===== config.mk =====
export PLATFORM = sky130hd
export DESIGN_NAME = least_relative_load_heap_scheduler_core
export DESIGN_NICKNAME = d
export VERILOG_FILES = /design/src/rtl/core/lrlh_pkg.sv /design/src/rtl/core/least_relative_load_heap_scheduler_core.sv
export SDC_FILE = /design/constraint.sdc
export NUM_CORES = 2
export LEC_CHECK = 0
export BUFFER_PORTS_ARGS = -buffer_cell sky130_fd_sc_hd__buf_4
export CELL_PAD_IN_SITES_DETAIL_PLACEMENT = 1
export CELL_PAD_IN_SITES_GLOBAL_PLACEMENT = 2
export CORE_MARGIN = 4
export CORE_UTILIZATION = 48
export CTS_CLUSTER_DIAMETER = 50
export DETAILED_ROUTE_END_ITERATION = 7
export PLACE_DENSITY = 0.85
export SLEW_MARGIN = 30
export SYNTH_ARGS = -nofsm -noshare
export SYNTH_HDL_FRONTEND = slang
export SYNTH_SLANG_ARGS = --single-unit

===== constraint.sdc =====
create_clock -name clk -period 23 [get_ports clk]
set_input_delay 4.6 -clock clk [delete_from_list [all_inputs] [get_ports clk]]
set_output_delay 4.6 -clock clk [all_outputs]
set_load 0.01 [all_outputs]

===== src/rtl/core/lrlh_pkg.sv =====
// ---------------------------------------------------------------------------
// lrlh_pkg
// Shared constants, codes and types for the least-relative-load heap
// scheduler core.
// ---------------------------------------------------------------------------
package lrlh_pkg;

  localparam int TARGETS   = 16;
  localparam int LOAD_BITS = 16;
  localparam int IDX_W     = $clog2(TARGETS);
  localparam int CNT_W     = $clog2(TARGETS + 1);
  localparam int GRP_W     = LOAD_BITS + IDX_W;
  localparam int CMD_W     = 3;
  localparam int STAT_W    = 3;

  // command codes
  typedef enum logic [CMD_W-1:0] {
    CMD_INIT   = 3'd0,
    CMD_ADD    = 3'd1,
    CMD_REMOVE = 3'd2,
    CMD_GACQ   = 3'd3,
    CMD_TACQ   = 3'd4,
    CMD_REL    = 3'd5
  } cmd_t;

  // status codes
  typedef enum logic [STAT_W-1:0] {
    ST_OK      = 3'd0,
    ST_NOCAP   = 3'd1,
    ST_EXISTS  = 3'd2,
    ST_NOTMEM  = 3'd3,
    ST_INVALID = 3'd4
  } status_t;

  // per-target record
  typedef struct packed {
    logic [LOAD_BITS-1:0] cur;
    logic [LOAD_BITS-1:0] max;
  } rec_t;

  // sequencer states
  typedef enum logic [3:0] {
    S_IDLE,
    S_DECODE,
    S_RM_SLOT,
    S_RM_REC,
    S_GA_REC,
    S_UP_CHK,
    S_UP_SLOT,
    S_UP_REC,
    S_UP_CMP,
    S_DN_CHK,
    S_DN_SLOT,
    S_DN_REC,
    S_DN_SEL,
    S_DN_CMP
  } state_t;

endpackage


===== src/rtl/core/least_relative_load_heap_scheduler_core.sv =====
// ---------------------------------------------------------------------------
// least_relative_load_heap_scheduler_core
// Weighted least-connections scheduler: member targets kept in a binary
// min-heap by relative load, compared by cross-multiplication. Heap slots,
// heap positions and target records live in synchronous memories.
// ---------------------------------------------------------------------------
// sequence: the result strobe is registered after the decode state for commands with no heap
//   move; each sift-up level takes slot read, record read, multiply and compare steps, each
//   sift-down level slot read, record read, child multiply, select and multiply, and compare
// throughput: one command at a time, busy stays high until the result strobe
// reset: synchronous active-low, clears loads, capacities, membership and group
//   sums at once through per-entry valid bits; no clearing pass
module least_relative_load_heap_scheduler_core (
  input  logic                              clk,
  input  logic                              rst_n,
  input  logic                              start,
  output logic                              busy,
  input  logic [lrlh_pkg::CMD_W-1:0]        in_command,
  input  logic [lrlh_pkg::IDX_W-1:0]        in_target_id,
  input  logic [lrlh_pkg::LOAD_BITS-1:0]    in_capacity,
  input  logic                              in_has_idle,
  output logic                              out_valid,
  output logic [lrlh_pkg::STAT_W-1:0]       out_status,
  output logic [lrlh_pkg::IDX_W-1:0]        out_chosen_target,
  output logic [lrlh_pkg::LOAD_BITS-1:0]    out_target_load
);
  import lrlh_pkg::*;

  localparam int IW2 = IDX_W + 2;
  localparam int PW  = 2 * LOAD_BITS;

  // memories
  logic [IDX_W-1:0] heap_mem [TARGETS];
  logic [IDX_W-1:0] pos_mem  [TARGETS];
  rec_t             rec_mem  [TARGETS];

  // memory ports
  logic             place_we;
  logic [IDX_W-1:0] place_idx, place_id;
  logic             rec_we;
  logic [IDX_W-1:0] rec_wa;
  rec_t             rec_wd;
  logic [IDX_W-1:0] heap_ra0, heap_ra1, rec_ra0, rec_ra1, pos_ra;
  logic [IDX_W-1:0] heap_rd0_r, heap_rd1_r, pos_rd_r;
  rec_t             rec_rd0_r, rec_rd1_r;
  logic             rv0_r, rv1_r;

  // control and datapath registers
  state_t               state_r, state_nxt;
  logic [CMD_W-1:0]     cmd_r, cmd_nxt;
  logic [IDX_W-1:0]     tid_r, tid_nxt;
  logic [LOAD_BITS-1:0] cap_r, cap_nxt;
  logic                 idle_r, idle_nxt;
  logic                 swap_eq_r, swap_eq_nxt;
  logic                 down_after_r, down_after_nxt;
  logic [IDX_W-1:0]     id_r, id_nxt;
  rec_t                 idrec_r, idrec_nxt;
  logic [IDX_W-1:0]     pos_r, pos_nxt;
  logic [IDX_W-1:0]     rm_idx_r, rm_idx_nxt;
  logic [CNT_W-1:0]     cnt_r, cnt_nxt;
  logic [GRP_W-1:0]     gcur_r, gcur_nxt;
  logic [GRP_W-1:0]     gmax_r, gmax_nxt;
  logic [TARGETS-1:0]   member_r, member_nxt;
  logic [TARGETS-1:0]   valid_r, valid_nxt;
  logic [IDX_W-1:0]     c0_id_r, c0_id_nxt, c1_id_r, c1_id_nxt;
  rec_t                 c0_r, c0_nxt, c1_r, c1_nxt;
  logic                 single_r, single_nxt;
  logic [IDX_W-1:0]     i_r, i_nxt;
  logic [IDX_W-1:0]     m_id_r, m_id_nxt;
  logic [IDX_W-1:0]     m_idx_r, m_idx_nxt;
  logic [PW-1:0]        prodl_r, prodr_r;
  logic [STAT_W-1:0]    status_r, status_nxt;
  logic [IDX_W-1:0]     chosen_r, chosen_nxt;
  logic [LOAD_BITS-1:0] load_r, load_nxt;
  logic                 out_valid_r, out_valid_nxt;

  // combinational helpers
  rec_t                 rd0, rd1, opa, opb, msel;
  logic                 pick_c1;
  logic [IW2-1:0]       i_w, last_w;
  logic [IDX_W-1:0]     par;
  logic                 cmp_lt, cmp_le;

  // heap slot and position memories, written together by a place
  always_ff @(posedge clk) begin
    if (place_we) begin
      heap_mem[place_idx] <= place_id;
      pos_mem[place_id]   <= place_idx;
    end
    heap_rd0_r <= heap_mem[heap_ra0];
    heap_rd1_r <= heap_mem[heap_ra1];
    pos_rd_r   <= pos_mem[pos_ra];
  end

  // target record memory
  always_ff @(posedge clk) begin
    if (rec_we) begin
      rec_mem[rec_wa] <= rec_wd;
    end
    rec_rd0_r <= rec_mem[rec_ra0];
    rec_rd1_r <= rec_mem[rec_ra1];
    rv0_r     <= valid_r[rec_ra0];
    rv1_r     <= valid_r[rec_ra1];
  end

  // never-written records read as zero
  assign rd0 = rv0_r ? rec_rd0_r : '0;
  assign rd1 = rv1_r ? rec_rd1_r : '0;

  // shared cross-multiply unit, products registered
  always_ff @(posedge clk) begin
    prodl_r <= PW'(opa.cur) * PW'(opb.max);
    prodr_r <= PW'(opb.cur) * PW'(opa.max);
  end
  assign cmp_lt = prodl_r < prodr_r;
  assign cmp_le = prodl_r <= prodr_r;

  // heap index arithmetic
  assign i_w     = {1'b0, pos_r, 1'b1};
  assign last_w  = IW2'(cnt_r - 1'b1);
  assign par     = IDX_W'((pos_r - 1'b1) >> 1);
  assign pick_c1 = !single_r && cmp_lt;
  assign msel    = pick_c1 ? c1_r : c0_r;

  // state and payload registers
  always_ff @(posedge clk) begin
    if (!rst_n) begin
      state_r     <= S_IDLE;
      cnt_r       <= '0;
      gcur_r      <= '0;
      gmax_r      <= '0;
      member_r    <= '0;
      valid_r     <= '0;
      out_valid_r <= 1'b0;
    end else begin
      state_r     <= state_nxt;
      cnt_r       <= cnt_nxt;
      gcur_r      <= gcur_nxt;
      gmax_r      <= gmax_nxt;
      member_r    <= member_nxt;
      valid_r     <= valid_nxt;
      out_valid_r <= out_valid_nxt;
    end
    cmd_r        <= cmd_nxt;
    tid_r        <= tid_nxt;
    cap_r        <= cap_nxt;
    idle_r       <= idle_nxt;
    swap_eq_r    <= swap_eq_nxt;
    down_after_r <= down_after_nxt;
    id_r         <= id_nxt;
    idrec_r      <= idrec_nxt;
    pos_r        <= pos_nxt;
    rm_idx_r     <= rm_idx_nxt;
    c0_id_r      <= c0_id_nxt;
    c1_id_r      <= c1_id_nxt;
    c0_r         <= c0_nxt;
    c1_r         <= c1_nxt;
    single_r     <= single_nxt;
    i_r          <= i_nxt;
    m_id_r       <= m_id_nxt;
    m_idx_r      <= m_idx_nxt;
    status_r     <= status_nxt;
    chosen_r     <= chosen_nxt;
    load_r       <= load_nxt;
  end

  // sequencer
  always_comb begin
    state_nxt      = state_r;
    cmd_nxt        = cmd_r;
    tid_nxt        = tid_r;
    cap_nxt        = cap_r;
    idle_nxt       = idle_r;
    swap_eq_nxt    = swap_eq_r;
    down_after_nxt = down_after_r;
    id_nxt         = id_r;
    idrec_nxt      = idrec_r;
    pos_nxt        = pos_r;
    rm_idx_nxt     = rm_idx_r;
    cnt_nxt        = cnt_r;
    gcur_nxt       = gcur_r;
    gmax_nxt       = gmax_r;
    member_nxt     = member_r;
    valid_nxt      = valid_r;
    c0_id_nxt      = c0_id_r;
    c1_id_nxt      = c1_id_r;
    c0_nxt         = c0_r;
    c1_nxt         = c1_r;
    single_nxt     = single_r;
    i_nxt          = i_r;
    m_id_nxt       = m_id_r;
    m_idx_nxt      = m_idx_r;
    status_nxt     = status_r;
    chosen_nxt     = chosen_r;
    load_nxt       = load_r;
    out_valid_nxt  = 1'b0;
    place_we       = 1'b0;
    place_idx      = pos_r;
    place_id       = id_r;
    rec_we         = 1'b0;
    rec_wa         = tid_r;
    rec_wd         = rd0;
    heap_ra0       = '0;
    heap_ra1       = '0;
    rec_ra0        = tid_r;
    rec_ra1        = '0;
    pos_ra         = tid_r;
    opa            = idrec_r;
    opb            = rd0;

    unique case (state_r)
      S_IDLE: begin
        // reads for the named target and the heap top go out with the transfer
        rec_ra0 = in_target_id;
        pos_ra  = in_target_id;
        if (start) begin
          cmd_nxt   = in_command;
          tid_nxt   = in_target_id;
          cap_nxt   = in_capacity;
          idle_nxt  = in_has_idle;
          state_nxt = S_DECODE;
        end
      end

      S_DECODE: begin
        status_nxt     = ST_OK;
        chosen_nxt     = tid_r;
        load_nxt       = rd0.cur;
        id_nxt         = tid_r;
        pos_nxt        = pos_rd_r;
        swap_eq_nxt    = 1'b0;
        down_after_nxt = 1'b0;
        state_nxt      = S_IDLE;
        out_valid_nxt  = 1'b1;
        unique case (cmd_r)
          CMD_INIT: begin
            if (cap_r == '0) begin
              status_nxt = ST_INVALID;
            end else if (member_r[tid_r]) begin
              status_nxt = ST_EXISTS;
            end else begin
              rec_we            = 1'b1;
              rec_wd.cur        = '0;
              rec_wd.max        = cap_r;
              valid_nxt[tid_r]  = 1'b1;
              load_nxt          = '0;
            end
          end
          CMD_ADD: begin
            if (member_r[tid_r]) begin
              status_nxt = ST_EXISTS;
            end else if (rd0.max == '0) begin
              status_nxt = ST_INVALID;
            end else begin
              pos_nxt           = cnt_r[IDX_W-1:0];
              cnt_nxt           = CNT_W'(cnt_r + 1'b1);
              member_nxt[tid_r] = 1'b1;
              gmax_nxt          = GRP_W'(gmax_r + GRP_W'(rd0.max));
              gcur_nxt          = GRP_W'(gcur_r + GRP_W'(rd0.cur));
              idrec_nxt         = rd0;
              out_valid_nxt     = 1'b0;
              state_nxt         = S_UP_CHK;
            end
          end
          CMD_REMOVE: begin
            if (!member_r[tid_r]) begin
              status_nxt = ST_NOTMEM;
            end else begin
              cnt_nxt           = CNT_W'(cnt_r - 1'b1);
              member_nxt[tid_r] = 1'b0;
              gmax_nxt          = GRP_W'(gmax_r - GRP_W'(rd0.max));
              gcur_nxt          = GRP_W'(gcur_r - GRP_W'(rd0.cur));
              // the last slot moves into the hole unless it is the hole
              if ({1'b0, pos_rd_r} != CNT_W'(cnt_r - 1'b1)) begin
                heap_ra0      = IDX_W'(cnt_r - 1'b1);
                rm_idx_nxt    = pos_rd_r;
                out_valid_nxt = 1'b0;
                state_nxt     = S_RM_SLOT;
              end
            end
          end
          CMD_GACQ: begin
            if (gcur_r >= gmax_r) begin
              status_nxt = ST_NOCAP;
              chosen_nxt = '0;
              load_nxt   = '0;
            end else begin
              rec_ra0       = heap_rd0_r;
              id_nxt        = heap_rd0_r;
              out_valid_nxt = 1'b0;
              state_nxt     = S_GA_REC;
            end
          end
          CMD_TACQ: begin
            if (rd0.cur >= rd0.max) begin
              status_nxt = ST_NOCAP;
            end else begin
              rec_we        = 1'b1;
              rec_wd.cur    = LOAD_BITS'(rd0.cur + 1'b1);
              load_nxt      = rec_wd.cur;
              idrec_nxt     = rec_wd;
              if (member_r[tid_r]) begin
                gcur_nxt      = GRP_W'(gcur_r + 1'b1);
                out_valid_nxt = 1'b0;
                state_nxt     = S_DN_CHK;
              end
            end
          end
          CMD_REL: begin
            if (rd0.cur == '0) begin
              status_nxt = ST_INVALID;
            end else begin
              rec_we        = 1'b1;
              rec_wd.cur    = LOAD_BITS'(rd0.cur - 1'b1);
              load_nxt      = rec_wd.cur;
              idrec_nxt     = rec_wd;
              if (member_r[tid_r]) begin
                gcur_nxt      = GRP_W'(gcur_r - 1'b1);
                swap_eq_nxt   = idle_r;
                out_valid_nxt = 1'b0;
                state_nxt     = S_UP_CHK;
              end
            end
          end
          default: begin
            status_nxt = ST_INVALID;
          end
        endcase
      end

      // remove: fetch the moved id and its record
      S_RM_SLOT: begin
        rec_ra0   = heap_rd0_r;
        id_nxt    = heap_rd0_r;
        state_nxt = S_RM_REC;
      end

      S_RM_REC: begin
        idrec_nxt      = rd0;
        pos_nxt        = rm_idx_r;
        swap_eq_nxt    = 1'b0;
        down_after_nxt = 1'b1;
        state_nxt      = S_UP_CHK;
      end

      // group acquire: bump the top's load, then sift it down
      S_GA_REC: begin
        rec_we     = 1'b1;
        rec_wa     = id_r;
        rec_wd.cur = LOAD_BITS'(rd0.cur + 1'b1);
        idrec_nxt  = rec_wd;
        gcur_nxt   = GRP_W'(gcur_r + 1'b1);
        pos_nxt    = '0;
        chosen_nxt = id_r;
        load_nxt   = rec_wd.cur;
        state_nxt  = S_DN_CHK;
      end

      // sift up: stop at the root or read the parent slot
      S_UP_CHK: begin
        if (pos_r == '0) begin
          place_we = 1'b1;
          if (down_after_r) begin
            state_nxt = S_DN_CHK;
          end else begin
            state_nxt     = S_IDLE;
            out_valid_nxt = 1'b1;
          end
        end else begin
          heap_ra0  = par;
          state_nxt = S_UP_SLOT;
        end
      end

      S_UP_SLOT: begin
        rec_ra0   = heap_rd0_r;
        m_id_nxt  = heap_rd0_r;
        state_nxt = S_UP_REC;
      end

      // compare moving id against parent
      S_UP_REC: begin
        opa       = idrec_r;
        opb       = rd0;
        state_nxt = S_UP_CMP;
      end

      S_UP_CMP: begin
        place_we = 1'b1;
        if (swap_eq_r ? cmp_le : cmp_lt) begin
          place_id  = m_id_r;
          pos_nxt   = par;
          state_nxt = S_UP_CHK;
        end else if (down_after_r) begin
          state_nxt = S_DN_CHK;
        end else begin
          state_nxt     = S_IDLE;
          out_valid_nxt = 1'b1;
        end
      end

      // sift down: read one or two children, or settle here
      S_DN_CHK: begin
        i_nxt    = i_w[IDX_W-1:0];
        heap_ra0 = i_w[IDX_W-1:0];
        heap_ra1 = IDX_W'(i_w + 1'b1);
        if (i_w < last_w) begin
          single_nxt = 1'b0;
          state_nxt  = S_DN_SLOT;
        end else if (i_w == last_w) begin
          single_nxt = 1'b1;
          state_nxt  = S_DN_SLOT;
        end else begin
          place_we      = 1'b1;
          state_nxt     = S_IDLE;
          out_valid_nxt = 1'b1;
        end
      end

      S_DN_SLOT: begin
        c0_id_nxt = heap_rd0_r;
        c1_id_nxt = heap_rd1_r;
        rec_ra0   = heap_rd0_r;
        rec_ra1   = heap_rd1_r;
        state_nxt = S_DN_REC;
      end

      // compare right child against left child
      S_DN_REC: begin
        c0_nxt    = rd0;
        c1_nxt    = rd1;
        opa       = rd1;
        opb       = rd0;
        state_nxt = S_DN_SEL;
      end

      // take the smaller child and compare it against the moving id
      S_DN_SEL: begin
        m_id_nxt  = pick_c1 ? c1_id_r : c0_id_r;
        m_idx_nxt = pick_c1 ? IDX_W'(i_r + 1'b1) : i_r;
        opa       = msel;
        opb       = idrec_r;
        state_nxt = S_DN_CMP;
      end

      S_DN_CMP: begin
        place_we = 1'b1;
        if (cmp_lt) begin
          place_id  = m_id_r;
          pos_nxt   = m_idx_r;
          state_nxt = S_DN_CHK;
        end else begin
          state_nxt     = S_IDLE;
          out_valid_nxt = 1'b1;
        end
      end

      default: begin
        state_nxt = S_IDLE;
      end
    endcase
  end

  // outputs
  assign busy              = (state_r != S_IDLE);
  assign out_valid         = out_valid_r;
  assign out_status        = status_r;
  assign out_chosen_target = chosen_r;
  assign out_target_load   = load_r;

endmodule

## Word level (Yosys, flattened, before mapping)

Memories as Yosys holds them, arrays and structs flattened. A register that Yosys moved wholly into a read port is not among the register bits.
Cells that the tools add are included.

| word-level totals | value |
|---|---|
| register bits | 325 |
| memory bits (writable) | 640 |
| input bits | 27 |
| output and inout port bits | 25 |
| word-level logic and storage cells | 275 |
| memories kept | 3 |

Memory list:

| memory | depth | bits a word | rd ports | clocked after Yosys merged registers in | write ports | line | RTL |
|---|---|---|---|---|---|---|---|
| rec_mem | 16 | 32 | 2 | 2 | 1 | least_relative_load_heap_scheduler_core.sv:35 | `rec_t rec_mem [TARGETS];` |
| heap_mem | 16 | 4 | 2 | 2 | 1 | least_relative_load_heap_scheduler_core.sv:33 | `logic [IDX_W-1:0] heap_mem [TARGETS];` |
| pos_mem | 16 | 4 | 1 | 1 | 1 | least_relative_load_heap_scheduler_core.sv:34 | `logic [IDX_W-1:0] pos_mem [TARGETS];` |

| cells by class | value |
|---|---|
| add/sub/neg operators | 14 |
| multipliers | 2 |
| magnitude comparators | 9 |
| eq/ne operators | 35 |
| multiplexer cells | 142 |
| bitwise gates (word level) | 6 |
| reductions and logical operators | 28 |

Operators by type and width:

| kind | number |
|---|---|
| $mux 32 | 10 |
| $mux 20 | 10 |
| $pmux 32 s3 | 2 |
| $mux 16 | 10 |
| $mux 4 | 29 |
| $pmux 16 s2 | 3 |
| $pmux 20 s2 | 2 |
| $pmux 20 s4 | 1 |
| $mul 16x16->32 | 2 |
| $pmux 16 s4 | 1 |
| $pmux 32 s2 | 1 |
| $pmux 4 s14 | 1 |
| $logic_not 16->1 | 3 |
| $pmux 16 s3 | 1 |
| $add 20x16->20 | 2 |
| $pmux 4 s5 | 2 |
| $sub 20x16->20 | 2 |
| $mux 1 | 33 |
| $le 32x32->1 | 1 |
| $lt 32x32->1 | 1 |
| $or 16x16->16 | 2 |
| $pmux 4 s2 | 4 |
| $mux 3 | 10 |
| $eq 4x4->1 const B | 6 |
| 55 further kinds | 97 |

## Longest topological paths before layout

| logic depth | value |
|---|---|
| depth in word-level cells | 8 |
| gate-level depth with buffers | 34 |
| gate-level depth less buffers | 32 |

## Worst setup path before layout

Ideal clock, no wire load.

| timing path | value |
|---|---|
| path type | register to register |
| start point | reg state_r[3] |
| end point | reg prodl_r[28] |
| library setup time | 0.072 ns |
| arrival time | 9.411 ns |
| required time | 22.928 ns |
| path slack | 13.517 ns |
| cell stages (with the launch flop) | 30 |
| buffers on the path | 3 |
| clock period less this slack | 9.483 ns |
| cell sequence | dfxtp_1 clkbuf_1 clkbuf_1 nand2_1 nor2_1 clkbuf_1 a22oi_1 o21ai_1 nand2_1 fa_1 inv_1 fa_1 inv_1 fa_1 inv_1 fa_1 fa_1 inv_1 fa_1 inv_1 ha_1 a21o_1 a21o_1 a211oi_1 o211ai_1 a221o_1 a221oi_1 nand2b_1 a21oi_1 xnor2_1 |

| between the ends | value |
|---|---|
| word-level cells in the longest chain between the ends | 3 |
| elaborated cells on any way between the ends | 5 |
| classes of those cells | mul (1); eq/ne (2); mux (2) |

Ends and longest elaborated chain:

| element | line | RTL |
|---|---|---|
| start: declaration | least_relative_load_heap_scheduler_core.sv:49 | `state_t state_r, state_nxt;` |
| start signal: assignment | least_relative_load_heap_scheduler_core.sv:136 | `state_r <= state_nxt;` |
| $eq 4x4->1 | least_relative_load_heap_scheduler_core.sv:211 | `unique case (state_r)` |
| $pmux 32 s2 or $mux 32 (tied branches) | least_relative_load_heap_scheduler_core.sv:211 |  |
| $mul 16x16->32 (*) | least_relative_load_heap_scheduler_core.sv:112 | `prodl_r <= PW'(opa.cur) * PW'(opb.max);` |
| end signal: assignment | least_relative_load_heap_scheduler_core.sv:112 |  |
| end: declaration | least_relative_load_heap_scheduler_core.sv:71 | `logic [PW-1:0] prodl_r, prodr_r;` |

Every way passes the cells marked *; elsewhere a longest branch is shown, timed or not.
A chain may end at the register's enable or synchronous reset.

## Worst setup path in the final report

| timing path | value |
|---|---|
| start point | reg prodr_r[26] |
| end point | reg prodl_r[28] |

| between the ends | value |
|---|---|
| word-level cells in the longest chain between the ends | 5 |

Ends and longest elaborated chain:

| element | line | RTL |
|---|---|---|
| start: declaration | least_relative_load_heap_scheduler_core.sv:71 |  |
| start signal: assignment | least_relative_load_heap_scheduler_core.sv:113 | `prodr_r <= PW'(opb.cur) * PW'(opa.max);` |
| $lt 32x32->1 | least_relative_load_heap_scheduler_core.sv:115 | `assign cmp_lt = prodl_r < prodr_r;` |
| $logic_and 1x1->1 | least_relative_load_heap_scheduler_core.sv:122 | `assign pick_c1 = !single_r && cmp_lt;` |
| $mux 32 | least_relative_load_heap_scheduler_core.sv:123 | `assign msel = pick_c1 ? c1_r : c0_r;` |
| $pmux 32 s2 | least_relative_load_heap_scheduler_core.sv:211 |  |
| $mul 16x16->32 | least_relative_load_heap_scheduler_core.sv:112 |  |

No other way between the ends.

==> summary.md <==
| Metric | Value |
|---|---|
| Clk Latency, worst-skew pair | `roughly 0.77 ns` |
| Endpoint of the worst hold path | `gmax_r[19]` |
| Total nets after synthesis | `approximately 6900` |
| CTS root buf | `clkbuf_16` |
| Die width | `about 380 um` |
| Fraction of synthesis flops using an asynchronous set or reset pin | `0%` |
| Core Box Area | `roughly 140000 um2` |
| Hold Path Cell Cnt | `2` |
| Number of non-filler instances in the completed layout | `~8200` |
| Dominant cells by area after synthesis | `edfxtp_1 (37%), fa_1 (12%), dfxtp_1 (6.7%)` |
| Peak per-stage delay on the critical path | `0.59 ns` |
| Maximum count of clock buffers along a single path | `3` |
| Number of top-level pins | `52` |
| Vias | `between 50000 and 60000` |
| Launching point of the worst reg2reg path | `prodr_r[26]` |
| Highest clock frequency the design can meet | `approximately 0.10 GHz` |
| Setup bufs post-CTS | `0` |
| Type of the worst min-delay path | `reg2reg` |
| Avg WL per Cell | `29.87 um` |
| Worst R2R Path Depth | `31` |
| Number of nets with antenna violations after detailed routing | `0` |
| Commonest non-fill, non-tap cells in the layout | `nand2_1 (836), edfxtp_1 (817), inv_1 (575)` |
| Final clock period utilization by the worst path | `41.92%` |
| Layout fillers | `around 15000` |
| Sum of net half-perimeters after detailed placement | `between 150 and 200 mm` |
| Final worst clock skew | `0.03881 ns` |
| Final wirelength | `~250 mm` |
| Minimum clock period after layout | `a little under 10 ns` |
| Status | `complete, no violations` |
| Synth unique cells | `83` |
| DR DRC count | `0` |
| Required time reported for the critical path endpoint | `roughly 24 ns` |
| Worst hold start | `gmax_r[19]` |
| Average cell area after synthesis | `10.84 um2` |
| Post-synthesis instance area | `slightly below 70000 um2` |
| Pin count of the biggest net entering global routing | `~130` |
| R2R Setup Slk | `~13 ns` |
| H-tree levels | `4` |
| Layout cells sized above 1 | `roughly 11%` |
| # port buffers | `51` |
| Pins over their slew limit | `0` |
| Worst Setup End Kind | `flop` |
| Crit Path Category | `reg2reg` |
| Nets@finish | `7000` |
| Most common library cell in the layout ignoring fill and taps | `nand2_1` |
| Slew headroom | `between 20 and 30%` |
| Gate Count Post-Synth | `slightly above 6000` |
| Setup violators final | `0` |
| Synth warn | `0` |
| Setup TNS | `0 ns` |
| Setup crit start kind | `flop` |
| Cell Rows | `137` |
| End of the worst register-to-register path | `prodl_r[28]` |
| Share of the synthesized area in the top cell type | `around 37%` |
| Ys flop type | `edfxtp_1` |
| RSZ-0062 raised after global routing | `no` |
| Clock sink total | `1041` |
| Slowest CP cell | `a2111oi_0` |
| Largest area contributor in the netlist | `edfxtp_1` |
| Antenna violations before repair | `9` |
| Register clock-pin slew on the reported worst setup and hold paths | `approximately 0.06 ns` |
| Sequential fraction of the synthesis area | `between 40 and 50%` |
| Number of buffers inserted by hold repair at cts | `0` |
| Layout overhead on the synthesized area | `11.57%` |
| Die footprint | `approximately 150000 um2` |
| Number of detailed-route iterations in the first pass | `6` |
| Global-route usage over all layers | `between 30% and 40%` |
| Post-synth EDFFs | `between 800 and 900` |
| Initial core utilization | `48.22%` |
| Tightest Pin Transition | `roughly 1.1 ns` |
| CTS tree | `done` |
| Total of flip-flops plus latches after synthesis | `1041` |
| Max-cap violation count | `0` |
| Final non-filler cell area | `roughly 75000 um2` |
| Number of DRC markers after the initial detailed-route iteration | `roughly 5100` |
| Post-detailed-route via-to-cell ratio | `6.338` |
| Chip Height | `between 300 and 400 um` |
| Vias in the first global route | `55470` |
| Placed cell areas | `between 70000 and 80000 um2` |
| Global route total overflow | `0` |
| Arr. time, crit path | `roughly 10 ns` |
| Final Hold Vio Count | `0` |
| Maximum fanout along the worst path | `40` |
| Final RePlAce weighted congestion | `~0.95` |
| Count of cells resized by post-cts repair | `0` |
| Number of CTS-inserted buffers | `130` |
| Count of placed standard cells including taps | `about 8000` |
| First-pass GRT wire length | `around 360 mm` |
## cell families (layout without fill, tap and decap cells)
kind of cell               Yosys count  after routing  share of synthesized area [%]
other                                0              1                              0
DFF                               1041           1041                          43.18
adders and majority gates          720            720                          17.76
buffers and inverters              901           1060                          5.131
muxes                              437            437                          8.841
xor gates and xnor gates           116            116                          1.512
AOI/OAI and AO/OA                 1131           1131                          11.41
and+or+nand+nor                   1855           1855                          12.16
## state kept, by name (all words and copies together) (netlist names), 5 cells and up, named ones only
signal           flops
rec_mem            512
heap_mem            64
pos_mem             64
c0_r                32
c1_r                32
idrec_r             32
prodl_r             32
prodr_r             32
rec_rd0_r           32
rec_rd1_r           32
gcur_r              20
gmax_r              20
cap_r               16
out_target_load     16
valid_r             16
cnt_r                5
## how the worst max path moves through the flow
stage | startpoint | slack (ns) | end
final | prodr_r[26] | 13.36 | prodl_r[28]
after global routing | prodr_r[26] | 12.86 | prodr_r[31]
after CTS | prodr_r[26] | 13.35 | prodl_r[28]
after detailed placement | prodr_r[26] | 13.38 | prodl_r[28]
after global placement | prodr_r[9] | 13.44 | prodr_r[31]
after floorplan | state_r[3] | 13.52 | prodl_r[28]
## metrics by stage
step | utilization (%) | hold slack [ns] | setup slack (ns)
global placement | 50.49 | 0.4374 | 13.44
finish | 53.80 | 0.4584 | 13.36
floorplan | - | 0.4064 | 13.52
CTS | 53.76 | 0.4584 | 13.35
detailed placement | 50.54 | 0.4499 | 13.38
global route | 53.80 | 0.4781 | 12.86
## cells in the mapped netlist (26+ instances only)
| master | number |
|---|---|
| o22ai_1 | 26 |
| dfxtp_1 | 224 |
| o21a_1 | 45 |
| ha_1 | 330 |
| buf_1 | 29 |
| nand3_1 | 80 |
| and2_1 | 87 |
| and4_1 | 41 |
| nor2b_1 | 29 |
| nand4_1 | 28 |
| nand2_1 | 841 |
| xnor2_1 | 93 |
| inv_1 | 576 |
| clkbuf_1 | 251 |
| o21ai_1 | 30 |
| a211oi_1 | 69 |
| o21ai_0 | 183 |
| mux2_2 | 53 |
| edfxtp_1 | 817 |
| a31oi_1 | 111 |
| nor2_1 | 527 |
| buf_2 | 31 |
| mux4_2 | 120 |
| a21oi_1 | 202 |
| a21o_1 | 48 |
| a32oi_1 | 137 |
| fa_1 | 390 |
| mux2i_1 | 264 |
| a21boi_0 | 29 |
| and3_1 | 46 |
| a22oi_1 | 52 |
| nor3_1 | 72 |
## final cells by class
| cell class | count | area [um2] | share of cell area, % |
|---|---|---|---|
| Tap cell | 1876 | 2347 | 3.131 |
| Clock buffer | 170 | 3562 | 4.751 |
| Inverter | 586 | 2201 | 2.935 |
| Multi-Input combinational cell | 4259 | 35130 | 46.86 |
| Timing Repair Buffer | 235 | 1790 | 2.388 |
| Clock inverter | 69 | 915.9 | 1.222 |
| Antenna cell | 1 | 2.502 | 0.003337 |
| Sequential cell | 1041 | 29030 | 38.71 |
## metal layers
layer | GRT usage (%) | up-vias | part of all wire, %
met5 | 0 | - | 0.0069
met4 | 16.55 | 2 | 5.8
met3 | 6.141 | 680 | 8.2
met2 | 55.71 | 2510 | 48
met1 | 41.87 | 26740 | 38
li1 | - | 22270 | -
## worst max-delay path: cells and delay by family (launching register included)
kind	cells	cell delay [ns]
buf+inv	7	0.71
xor+xnor	1	0.14
flops	1	0.31
compound gates	9	3.41
fa+ha+maj	8	3.61
simple gates	5	1.10
mux	1	0.23
Power is not shown: default switching activity piles up to over one toggle a cycle in this logic, so the estimate is an artifact.
